$ cat src/rtl/core/krt_pkg.sv
`timescale 1ns / 1ps
`default_nettype none
// ----------------------------------------------------------------------------
// krt_pkg
// Shared types and codes for the keyed record table.
// ----------------------------------------------------------------------------
package krt_pkg;

    localparam int MAX_ENTRIES_DEF = 64;
    localparam int ID_W            = 32;
    localparam int QTY_W           = 32;
    localparam int CNT_W           = 7;
    localparam int CAP_W           = 7;

    localparam logic [CAP_W-1:0] CAP_RESET = 7'd64;

    localparam logic [1:0] CMD_ADD    = 2'd0;
    localparam logic [1:0] CMD_LOOKUP = 2'd1;
    localparam logic [1:0] CMD_UPDATE = 2'd2;
    localparam logic [1:0] CMD_REMOVE = 2'd3;

    localparam logic [1:0] ST_OK      = 2'd0;
    localparam logic [1:0] ST_FULL    = 2'd1;
    localparam logic [1:0] ST_DUP     = 2'd2;
    localparam logic [1:0] ST_MISSING = 2'd3;

    typedef struct packed {
        logic [1:0]              command;
        logic signed [ID_W-1:0]  item_id;
        logic signed [QTY_W-1:0] quantity;
    } t_req;

    typedef struct packed {
        logic [1:0]              status;
        logic signed [QTY_W-1:0] found_quantity;
        logic [CNT_W-1:0]        entry_total;
    } t_res;

endpackage
`default_nettype wire

$ cat src/rtl/core/krt_ram.sv
`timescale 1ns / 1ps
`default_nettype none
// ----------------------------------------------------------------------------
// krt_ram
// Simple dual-port RAM, one write port, one read port, registered read.
// ----------------------------------------------------------------------------
module krt_ram #(
    parameter int WIDTH = 32,
    parameter int DEPTH = 64
) (
    input  wire logic                                   i_clk,
    input  wire logic                                   i_we,
    input  wire logic [(DEPTH > 1 ? $clog2(DEPTH) : 1)-1:0] i_waddr,
    input  wire logic [WIDTH-1:0]                       i_wdata,
    input  wire logic [(DEPTH > 1 ? $clog2(DEPTH) : 1)-1:0] i_raddr,
    output logic [WIDTH-1:0]                            o_rdata
);

    logic [WIDTH-1:0] r_mem [DEPTH];

    always_ff @(posedge i_clk) begin
        if (i_we) begin
            r_mem[i_waddr] <= i_wdata;
        end
        o_rdata <= r_mem[i_raddr];
    end

endmodule
`default_nettype wire

$ cat src/rtl/core/krt_ctrl.sv
`timescale 1ns / 1ps
`default_nettype none
// ----------------------------------------------------------------------------
// krt_ctrl
// Command sequencer: linear key search, read-modify-write, compaction shift.
// ----------------------------------------------------------------------------
module krt_ctrl #(
    parameter int MAX_ENTRIES = krt_pkg::MAX_ENTRIES_DEF
) (
    input  wire logic                     i_clk,
    input  wire logic                     i_rst_n,
    input  wire logic                     i_start,
    input  wire krt_pkg::t_req            i_req,
    input  wire logic [$clog2(MAX_ENTRIES+1)-1:0] i_cap,
    output logic                          o_busy,
    output logic                          o_res_valid,
    output krt_pkg::t_res                 o_res,
    output logic [(MAX_ENTRIES > 1 ? $clog2(MAX_ENTRIES) : 1)-1:0] o_raddr,
    input  wire logic [krt_pkg::ID_W-1:0]  i_key_rdata,
    input  wire logic [krt_pkg::QTY_W-1:0] i_amt_rdata,
    output logic                          o_key_we,
    output logic                          o_amt_we,
    output logic [(MAX_ENTRIES > 1 ? $clog2(MAX_ENTRIES) : 1)-1:0] o_waddr,
    output logic [krt_pkg::ID_W-1:0]      o_key_wdata,
    output logic [krt_pkg::QTY_W-1:0]     o_amt_wdata
);

    localparam int AW = (MAX_ENTRIES > 1) ? $clog2(MAX_ENTRIES) : 1;
    localparam int CW = $clog2(MAX_ENTRIES + 1);
    localparam int EW = (CW > krt_pkg::CNT_W) ? CW : krt_pkg::CNT_W;

    localparam logic [1:0] S_IDLE  = 2'd0;
    localparam logic [1:0] S_SCAN  = 2'd1;
    localparam logic [1:0] S_SHIFT = 2'd2;

    logic [1:0]          r_state, n_state;
    krt_pkg::t_req       r_req, n_req;
    logic [CW-1:0]       r_count, n_count;
    logic [CW-1:0]       r_ridx, n_ridx;
    logic                r_pend, n_pend;
    logic [CW-1:0]       r_paddr, n_paddr;
    logic                r_res_valid, n_res_valid;
    krt_pkg::t_res       r_res, n_res;

    logic                hit;
    logic                issue;
    logic [CW-1:0]       wpos;
    logic [EW-1:0]       cnt_ext;

    assign hit   = r_pend && (i_key_rdata == r_req.item_id);
    assign issue = (r_ridx < r_count);
    assign wpos  = r_paddr - CW'(1);

    always_comb begin
        n_state     = r_state;
        n_req       = r_req;
        n_count     = r_count;
        n_ridx      = r_ridx;
        n_pend      = r_pend;
        n_paddr     = r_paddr;
        n_res_valid = 1'b0;
        n_res       = r_res;
        o_raddr     = r_ridx[AW-1:0];
        o_key_we    = 1'b0;
        o_amt_we    = 1'b0;
        o_waddr     = r_count[AW-1:0];
        o_key_wdata = r_req.item_id;
        o_amt_wdata = r_req.quantity;

        case (r_state)
            S_IDLE: begin
                if (i_start) begin
                    n_req   = i_req;
                    n_ridx  = '0;
                    n_pend  = 1'b0;
                    n_state = S_SCAN;
                end
            end
            S_SCAN: begin
                if (hit || (!r_pend && !issue)) begin
                    n_pend                   = 1'b0;
                    n_res_valid              = 1'b1;
                    n_res.status             = krt_pkg::ST_OK;
                    n_res.found_quantity     = '0;
                    n_state                  = S_IDLE;
                    if (r_req.command == krt_pkg::CMD_ADD) begin
                        if (r_count >= i_cap) begin
                            n_res.status = krt_pkg::ST_FULL;
                        end else if (hit) begin
                            n_res.status = krt_pkg::ST_DUP;
                        end else begin
                            o_key_we = 1'b1;
                            o_amt_we = 1'b1;
                            o_waddr  = r_count[AW-1:0];
                            n_count  = r_count + CW'(1);
                        end
                    end else if (!hit) begin
                        n_res.status = krt_pkg::ST_MISSING;
                    end else begin
                        case (r_req.command)
                            krt_pkg::CMD_LOOKUP: begin
                                n_res.found_quantity = i_amt_rdata;
                            end
                            krt_pkg::CMD_UPDATE: begin
                                o_waddr  = r_paddr[AW-1:0];
                                o_amt_we = !r_req.quantity[krt_pkg::QTY_W-1];
                            end
                            default: begin
                                // remove: compact the entries above the slot
                                n_ridx      = r_paddr + CW'(1);
                                n_res_valid = 1'b0;
                                n_state     = S_SHIFT;
                            end
                        endcase
                    end
                end else if (issue) begin
                    n_ridx  = r_ridx + CW'(1);
                    n_pend  = 1'b1;
                    n_paddr = r_ridx;
                end else begin
                    n_pend = 1'b0;
                end
            end
            S_SHIFT: begin
                if (r_pend) begin
                    o_key_we    = 1'b1;
                    o_amt_we    = 1'b1;
                    o_waddr     = wpos[AW-1:0];
                    o_key_wdata = i_key_rdata;
                    o_amt_wdata = i_amt_rdata;
                end
                if (issue) begin
                    n_ridx  = r_ridx + CW'(1);
                    n_pend  = 1'b1;
                    n_paddr = r_ridx;
                end else begin
                    n_pend = 1'b0;
                end
                if (!r_pend && !issue) begin
                    n_count              = r_count - CW'(1);
                    n_res_valid          = 1'b1;
                    n_res.status         = krt_pkg::ST_OK;
                    n_res.found_quantity = '0;
                    n_state              = S_IDLE;
                end
            end
            default: begin
                n_state = S_IDLE;
            end
        endcase

        cnt_ext = EW'(n_count);
        if (n_res_valid) begin
            n_res.entry_total = cnt_ext[krt_pkg::CNT_W-1:0];
        end
    end

    always_ff @(posedge i_clk) begin
        if (!i_rst_n) begin
            r_state     <= S_IDLE;
            r_count     <= '0;
            r_pend      <= 1'b0;
            r_res_valid <= 1'b0;
        end else begin
            r_state     <= n_state;
            r_count     <= n_count;
            r_pend      <= n_pend;
            r_res_valid <= n_res_valid;
        end
    end

    always_ff @(posedge i_clk) begin
        r_req   <= n_req;
        r_ridx  <= n_ridx;
        r_paddr <= n_paddr;
        r_res   <= n_res;
    end

    assign o_busy      = (r_state != S_IDLE);
    assign o_res_valid = r_res_valid;
    assign o_res       = r_res;

endmodule
`default_nettype wire

$ cat src/rtl/core/keyed_record_table.sv
`timescale 1ns / 1ps
`default_nettype none
// ----------------------------------------------------------------------------
// keyed_record_table
// Dense keyed record table with add, lookup, update and compacting remove.
// ----------------------------------------------------------------------------
// A command is taken when start is high and busy is low; its single result
// appears on o_res for one cycle with o_res_valid, in the first cycle that busy
// is low again, and must be captured then since the receiver cannot hold it
// off. Keys and quantities live in two RAMs read at one address per cycle, so
// the keys are searched one per cycle, the search ending early when the key is
// found; a remove that hits then adds one read and one write per cycle for
// every entry above the removed slot. A new command is taken only once busy
// has fallen. The capacity register may be written whenever no command is
// in flight; there is no clearing pass after reset.
// ----------------------------------------------------------------------------
module keyed_record_table #(
    parameter int MAX_ENTRIES = krt_pkg::MAX_ENTRIES_DEF
) (
    input  wire logic                      i_clk,
    input  wire logic                      i_rst_n,
    input  wire logic                      start,
    output logic                           busy,
    input  wire krt_pkg::t_req             i_req,
    output logic                           o_res_valid,
    output krt_pkg::t_res                  o_res,
    input  wire logic                      i_cfg_valid,
    output logic                           o_cfg_ready,
    input  wire logic [krt_pkg::CAP_W-1:0] i_cfg_data
);

    localparam int AW = (MAX_ENTRIES > 1) ? $clog2(MAX_ENTRIES) : 1;
    localparam int CW = $clog2(MAX_ENTRIES + 1);
    localparam int EW = (CW > krt_pkg::CAP_W) ? CW : krt_pkg::CAP_W;

    logic [krt_pkg::CAP_W-1:0] r_cap;
    logic [EW-1:0]             cap_ext;
    logic [EW-1:0]             cap_eff;

    logic [AW-1:0]             raddr;
    logic [AW-1:0]             waddr;
    logic                      key_we;
    logic                      amt_we;
    logic [krt_pkg::ID_W-1:0]  key_wdata;
    logic [krt_pkg::QTY_W-1:0] amt_wdata;
    logic [krt_pkg::ID_W-1:0]  key_rdata;
    logic [krt_pkg::QTY_W-1:0] amt_rdata;

    assign o_cfg_ready = 1'b1;

    always_ff @(posedge i_clk) begin
        if (!i_rst_n) begin
            r_cap <= krt_pkg::CAP_RESET;
        end else if (i_cfg_valid && o_cfg_ready) begin
            r_cap <= i_cfg_data;
        end
    end

    // limit above the built depth acts as the depth
    assign cap_ext = EW'(r_cap);
    assign cap_eff = (cap_ext > EW'(MAX_ENTRIES)) ? EW'(MAX_ENTRIES) : cap_ext;

    krt_ctrl #(
        .MAX_ENTRIES (MAX_ENTRIES)
    ) u_ctrl (
        .i_clk       (i_clk),
        .i_rst_n     (i_rst_n),
        .i_start     (start),
        .i_req       (i_req),
        .i_cap       (cap_eff[CW-1:0]),
        .o_busy      (busy),
        .o_res_valid (o_res_valid),
        .o_res       (o_res),
        .o_raddr     (raddr),
        .i_key_rdata (key_rdata),
        .i_amt_rdata (amt_rdata),
        .o_key_we    (key_we),
        .o_amt_we    (amt_we),
        .o_waddr     (waddr),
        .o_key_wdata (key_wdata),
        .o_amt_wdata (amt_wdata)
    );

    krt_ram #(
        .WIDTH (krt_pkg::ID_W),
        .DEPTH (MAX_ENTRIES)
    ) u_key_ram (
        .i_clk   (i_clk),
        .i_we    (key_we),
        .i_waddr (waddr),
        .i_wdata (key_wdata),
        .i_raddr (raddr),
        .o_rdata (key_rdata)
    );

    krt_ram #(
        .WIDTH (krt_pkg::QTY_W),
        .DEPTH (MAX_ENTRIES)
    ) u_amt_ram (
        .i_clk   (i_clk),
        .i_we    (amt_we),
        .i_waddr (waddr),
        .i_wdata (amt_wdata),
        .i_raddr (raddr),
        .o_rdata (amt_rdata)
    );

    a_strobe_single: assert property (@(posedge i_clk) disable iff (!i_rst_n)
        o_res_valid |=> !o_res_valid)
        else $error("result strobe held for more than one cycle");

    a_accept_busy: assert property (@(posedge i_clk) disable iff (!i_rst_n)
        (start && !busy) |=> (busy && !o_res_valid))
        else $error("accepted command did not raise busy");

    a_fail_no_qty: assert property (@(posedge i_clk) disable iff (!i_rst_n)
        (o_res_valid && (o_res.status != krt_pkg::ST_OK)) |-> (o_res.found_quantity == '0))
        else $error("failed command reports a quantity");

    a_idle_no_write: assert property (@(posedge i_clk) disable iff (!i_rst_n)
        !busy |-> (!key_we && !amt_we))
        else $error("memory written while idle");

endmodule
`default_nettype wire

$ cat config.mk
export PLATFORM = sky130hd
export DESIGN_NAME = keyed_record_table
export DESIGN_NICKNAME = d
export VERILOG_FILES = /design/src/rtl/core/krt_pkg.sv /design/src/rtl/core/krt_ram.sv /design/src/rtl/core/krt_ctrl.sv /design/src/rtl/core/keyed_record_table.sv
export SDC_FILE = /design/constraint.sdc
export NUM_CORES = 2
export LEC_CHECK = 0
export BUFFER_PORTS_ARGS = -buffer_cell sky130_fd_sc_hd__buf_2
export CAP_MARGIN = 20
export CELL_PAD_IN_SITES_DETAIL_PLACEMENT = 1
export CELL_PAD_IN_SITES_GLOBAL_PLACEMENT = 1
export CORE_MARGIN = 2
export CORE_UTILIZATION = 57
export DETAILED_ROUTE_END_ITERATION = 7
export GPL_ROUTABILITY_DRIVEN = 0
export GPL_TIMING_DRIVEN = 0
export PLACE_DENSITY_LB_ADDON = 0.1
export RECOVER_POWER = 50
export SETUP_SLACK_MARGIN = 0.02
export SYNTH_ARGS = -nofsm -noshare
export SYNTH_HDL_FRONTEND = slang
export SYNTH_SLANG_ARGS = --single-unit
$ cat constraint.sdc
create_clock -name i_clk -period 8.3 [get_ports i_clk]
set_clock_uncertainty 0.15 [all_clocks]
set_input_delay 0.415 -clock i_clk [delete_from_list [all_inputs] [get_ports i_clk]]
set_output_delay 0.415 -clock i_clk [all_outputs]
set_load 0.02 [all_outputs]
## After elaboration in Yosys (flattened, before gate mapping)

Memory sizes are Yosys's and may differ from the RTL's. A register that Yosys moved wholly into a read port is not among the register bits.
Cells that the tools add are included.

| operators by class | value |
|---|---|
| reductions and logical operators | 18 |
| equal/unequal tests | 12 |
| divide/modulo/power cells | 0 |
| magnitude comparators | 3 |
| bitwise gates (word level) | 0 |
| muxes and demuxes | 69 |
| shift operators | 0 |
| add/sub/neg operators | 5 |
| $mul | 0 |

Operator list:

| kind | count |
|---|---|
| $mux 32 | 7 |
| $mux 7 | 14 |
| $mux 34 | 2 |
| $pmux 34 s2 | 1 |
| $eq 32x32->1 | 1 |
| $mux 6 | 5 |
| $pmux 7 s2 | 2 |
| $add 7x1->7 const B | 3 |
| $mux 1 | 21 |
| $pmux 7 s3 | 1 |
| $mux 2 | 10 |
| $pmux 6 s2 | 1 |
| $ge 7x7->1 | 1 |
| $gt 7x7->1 const B | 1 |
| $lt 7x7->1 | 1 |
| $sub 7x1->7 const B | 1 |
| $ne 3x3->1 const B | 2 |
| $pmux 1 s2 | 3 |
| $pmux 2 s3 | 1 |
| $reduce_and 2->1 | 3 |
| $reduce_and 3->1 | 2 |
| $sub 6x1->6 const B | 1 |
| $reduce_and 5->1 | 1 |
| $eq 2x1->1 const B | 2 |
| 12 further kinds | 20 |

| word-level totals | value |
|---|---|
| bits in read-only memories | 0 |
| logic and storage cells | 122 |
| output and inout bits | 44 |
| latch bits | 0 |
| RAM bits | 4,096 |
| register bits after elaboration | 139 |
| input port bits | 77 |
| memories | 2 |

Memories:

| name | words | bits a word | read ports | clocked after Yosys merged registers in | write ports | RTL line | text |
|---|---|---|---|---|---|---|---|
| u_amt_ram.r_mem | 64 | 32 | 1 | 1 | 1 | krt_ram.sv:19 | `logic [WIDTH-1:0] r_mem [DEPTH];` |
| u_key_ram.r_mem | 64 | 32 | 1 | 1 | 1 | krt_ram.sv:19 |  |

## Depth between registers and ports, before layout

| depth | value |
|---|---|
| depth in word-level cells | 9 |
| gate-level depth with buffers | 11 |
| mapped depth without buffers | 10 |

## By module

A second synthesis with hierarchy kept.

| second synthesis, totals | value |
|---|---|
| cells, all modules | 7,520 |
| area, all modules | 164,901.9 um2 |

Modules (own cells, without submodules):

| module | area each (um2) | sequential area each (um2) | cells each | times used |
|---|---|---|---|---|
| krt_ram at u_amt_ram | 78,885.7 | 62,139.6 | 3,572 | 1 |
| krt_ram at u_key_ram | 78,515.3 | 62,139.6 | 3,324 | 1 |
| krt_ctrl | 7,185.6 | 3,853.7 | 593 | 1 |
| keyed_record_table | 315.3 | 140.1 | 31 | 1 |

## Worst setup path after synthesis

OpenSTA, ideal clock, no wires.

| timing | value |
|---|---|
| kind | register -> register |
| start point | register r_cap (netlist bit cap_ext[6]) |
| end point | memory u_amt_ram.r_mem[56][0] (enable) |
| data arrival time | 5.720 ns |
| stages on the path, launching flop included | 11 |
| setup slack | 1.929 ns |
| required time | 7.649 ns |
| path buffers | 0 |
| clock period less this slack | 6.371 ns |
| cell sequence | dfxtp_1 inv_1 nand2_1 ha_1 a21o_1 a2111oi_0 o211ai_1 o31a_1 a2111oi_2 o21ai_2 nor4_1 |

| between the ends | value |
|---|---|
| word-level cells in the longest chain between the ends | 9 |

Ends and longest elaborated chain:

| item | RTL line | text |
|---|---|---|
| from (decl) | keyed_record_table.sv:36 | `logic [krt_pkg::CAP_W-1:0] r_cap;` |
| from (signal assigned) | keyed_record_table.sv:53 | `r_cap <= krt_pkg::CAP_RESET;` |
| from (signal assigned) | keyed_record_table.sv:55 | `r_cap <= i_cfg_data;` |
| $gt 7x7->1 | keyed_record_table.sv:61 | `assign cap_eff = (cap_ext > EW'(MAX_ENTRIES)) ? EW'(MAX_ENTRIES) : cap_ext;` |
| $mux 7 * | keyed_record_table.sv:61 |  |
| $ge 7x7->1 * | krt_ctrl.sv:87 | `if (r_count >= i_cap) begin` |
| $mux 1 * | krt_ctrl.sv:87 |  |
| $mux 1 * | krt_ctrl.sv:86 | `if (r_req.command == krt_pkg::CMD_ADD) begin` |
| $mux 1 * | krt_ctrl.sv:80 | `if (hit \|\| (!r_pend && !issue)) begin` |
| $pmux 1 s2 * | krt_ctrl.sv:70 | `case (r_state)` |
| $mux 1 * | krt_ram.sv:22 | `if (i_we) begin` |
| $mux 1 (not written as such) * | krt_ram.sv:23 | `r_mem[i_waddr] <= i_wdata;` |
| to (decl) | krt_ram.sv:19 |  |

Every way passes the cells marked *; elsewhere a longest branch is shown, timed or not.

## Worst setup path after layout

| timing | value |
|---|---|
| start point | register u_ctrl.r_req[64] in the netlist's numbering |
| end point | memory u_key_ram.r_mem[28][11] (enable) |

| between the ends | value |
|---|---|
| word-level cells in the longest chain between the ends | 6 |

Ends and longest elaborated chain:

| item | RTL line | text |
|---|---|---|
| from (decl) | krt_ctrl.sv:37 | `krt_pkg::t_req r_req, n_req;` |
| from (signal assigned) | krt_ctrl.sv:173 | `r_req <= n_req;` |
| $eq 2x2->1 or $logic_not 2->1 (tied branches) | krt_ctrl.sv:100, krt_ctrl.sv:86 |  |
| $mux 6 or $mux 1 (tied branches) | krt_ctrl.sv:100, krt_ctrl.sv:86 |  |
| $mux 6 or $mux 1 (tied branches) | krt_ctrl.sv:97, krt_ctrl.sv:80 |  |
| $mux 6 or $pmux 1 s2 (tied branches) | krt_ctrl.sv:86, krt_ctrl.sv:70 |  |
| $mux 6 or $mux 1 (tied branches) | krt_ctrl.sv:80, krt_ram.sv:22 |  |
| $pmux 6 s2 or $mux 1 (tied branches) | krt_ctrl.sv:70, krt_ram.sv:23 |  |
| to (decl) | krt_ram.sv:19 |  |

Parallel ways exist; a longest one is shown, timed or not.

==> results.yml <==
cells_and_area:
  syn2layout_area_growth_pct: 17.41
  layout_common_cells: "edfxtp_1, mux4_2, buf_4"
  fin_util: 0.6709
  layout-drive-gt1-share: 0.3513
  final_nets: 8204
  final_common_cell: "edfxtp_1"
global_routing:
  grt_pass1_wl_um: 669200
  grt_pass1_vias: 85520
  grt_max_degree: 65
  grt_antenna_before_repair: 71
  grt_usage: 0.3308
  grt_overflow_total: 0
worst_hold_path:
  hold_path.class: "input port to register"
power:
  power.density_nw_per_um2: 256.0
  switching_share: 0.2390
  power_mw: 49.35
  power.switching_mw: 11.80
  p_int_mw: 37.56
  ir_worst_vdd_uv: 196.4
  clkPwrFrac: 0.395
  seqPwrFrac: 0.493
  power.leakage_nw: 60.68
  combPwrFrac: 0.111
die:
  placeableCoreArea_um2: 287400
  die_area_um2: 292400
  die_y_um: 540.8
  initial_core_util: 0.5714
  die_width_um: 540.8
  row_count: 197
  ioPinCount: 121
synthesis:
  synth-seq-area-share: 0.7811
  synth_xor_area_frac: 0.001760
  synthTopCellsByArea: "edfxtp_1, mux4_2, dfxtp_1"
  async_flop_share: 0
  yosysWarnings: 0
  synthAdderAreaFrac: 0.001905
  synth_edf_count: 4217
  synth-compound-area-share: 0.003771
  yosysTopAreaCellShare: 0.7711
  syn_inst: 6612
  netlist_area_um2: 164200
  synth_seq_cells: 4299
  yosysTopAreaCell: "edfxtp_1"
  synth_top_family_by_area: "multiplexers"
  synth.avg_cell_area_um2: 24.84
  ys_types: 62
  synth-simple-area-share: 0.01262
  synth_flop_cell: "edfxtp_1"
  synthMuxAreaShare: 0.1896
  synth_nets: 6714
drt:
  wl_um: 482200
  drtIter0Drc: 12730
  drt_pass1_iterations: 8
  drc: 0
  num_vias: 83430
  wl_per_cell_um: 39.32
  ant_nets: 0
  via_per_inst: 6.803
sta:
  hold_viol: 0
  maxSlewHeadroom: -1.094
  finalSetupTns_ns: 0
  worstMarginPinSlew_ns: 3.142
  fin_crit_sh: 0.8565
  fin_crit_ns: 7.109
  fmax_mhz: 140.7
  rsz0062_at_grt: "no"
  slew_viol_final: 2970
  setup_violations: 0
  layout_setup_ws_ns: 1.191
status:
  violations: "capacitance limit, slew limit"
  status: "finished with violations"
setup_path:
  critical_path.max_fanout: 10
  crit_path_start_kind: "register"
  crit_required_ns: 8.83
  path_class: "register to register"
  worstPathArrival_ns: 7.64
  cp-end-kind: "register"
cts:
  cts_sinks: 4299
  cts_tree: "done"
  clkLatencyLatePin_ns: 1.00
  clockBufferDepth: 4
  cts_root_buffer: "clkbuf_16"
  cts_buffers: 427
  clkTransAtPathRegs_ns: 0.08
  h-tree-depth: 5
  post_cts_buffers: 0
place:
  portBuffers: 118
  place_ws_ns: 1.490
  dp_hpwl_um: 334700
run:
  cap_violations: 65
==> metrics by stage <==
step	cells	cell area (um2)	hold slack (ns)
floorplan	6612	164200	0.3020
global placement	10510	169500	0.3187
detailed placement	11230	176900	0.3458
CTS	12150	192100	0.0001732
global route	12240	192800	0.03208
finish	12260	192800	0.01110
==> final timing paths <==
| check | from | end | slack [ns] | depth (start not counted) |
|---|---|---|---|---|
| max reg2reg | u_ctrl.r_req[64]$_DFFE_PP_ | u_key_ram.r_mem[28][11]$_DFFE_PP_ | 1.19 | 17 |
| max | u_ctrl.r_req[64]$_DFFE_PP_ | u_key_ram.r_mem[28][11]$_DFFE_PP_ | 1.19 | 17 |
| min reg2reg | u_ctrl.r_ridx[0]$_DFFE_PP_ | u_ctrl.r_paddr[0]$_DFFE_PP_ | 0.37 | 0 |
| min | i_req[50] | u_ctrl.r_req[50]$_DFFE_PP_ | 0.01 | 2 |
==> state kept, by name, summed over array words and instances, names as in the netlist <==
signal and cells:
cap_ext 7, u_ctrl.r_count 7, u_amt_ram.o_rdata 32, u_ctrl.r_state 2, u_ctrl.r_pend 1, u_ctrl.r_ridx 7, u_ctrl.r_paddr 7, u_amt_ram.r_mem 2048
u_ctrl.r_req 66, u_key_ram.r_mem 2048, u_key_ram.o_rdata 32, u_ctrl.o_res_valid 1, u_ctrl.o_res 41
==> cell usage after synthesis, drive strengths merged, types with 2 or more instances <==
master   instances
nor4           103
or3              3
o41ai            3
mux2            67
nor2b            3
edfxtp        4217
xnor2           23
nor3b            2
a31oi            3
a32o             2
o2111ai          2
a22oi            2
nand2b          38
nand3           25
o21ai           21
o31a             2
or4              6
a32oi            3
a221oi           2
nor4b            2
o211ai           2
and3             5
nand2           33
a21o             4
nand4           23
a21oi           18
and2            40
mux4          1344
nor3            43
inv             21
mux2i           12
dfxtp           82
nor2            26
a211oi           4
clkbuf         249
buf            110
or2              4
o221ai           2
o22ai            9
xor2            10
ha              25
a2111oi          3
and4             5
==> worst max-delay path, stage by stage, from the launching register on <==
cell and delay (ns):
edfxtp_1 0.42, inv_1 0.10, ha_1 0.25, inv_1 0.30, nand2_1 0.32, or4_1 0.57, o41ai_2 0.89, a21oi_1 0.37
or2_1 0.32, buf_2 0.25, clkbuf_1 0.57, nor4_2 1.10, buf_4 0.29, buf_4 0.18, buf_4 0.18, buf_4 0.16
buf_4 0.19, buf_4 0.20
==> layer usage <==
layer,wire length (um),global-route usage
met1,177800,0.4651
met2,231000,0.5159
met3,57010,0.09037
met4,15950,0.09854
met5,337,0
==> power by group through the flow <==
stage	clock network (mW)	registers (mW)	logic, mW
2_1_floorplan	0	24.7	3.04
3_3_place_gp	0	24.8	4.95
3_5_place_dp	0	24.8	5.23
4_1_cts	19.6	24.3	5.33
5_1_grt	20.4	24.3	5.69
6_report	19.5	24.4	5.50
==> area by class of cell <==
type                       instances  area [um2]
buffer                           359        1454
fill                           22070       94600
multi-input combinational       1932       35210
timing repair buffer            1061        9070
inverter                          22       82.58
sequential                      4299      128300
antenna                           23       57.56
clock inverter                   257        2525
tap                             3781        4731
clock buffer                     530       11400
==> kinds of logic (layout without fill, tap and decap cells) <==
logic type / after synthesis / in the layout
XOR/XNOR: 33 / 33
flip-flops: 4299 / 4299
buffers and inverters: 381 / 2229
multiplexers: 1423 / 1423
other: 1 / 24
AO/OA/AOI/OAI: 89 / 89
adder cells (fa/ha/maj): 25 / 25
AND/OR/NAND/NOR: 361 / 361
==> timing repair <==
item	in CTS	in global routing
hold endpoints to repair	82	0
hold buffers	128	0
endpoints found under the setup margin	0	0
resized for setup	0	0
No activity file was read; power rests on OpenSTA's default activity.
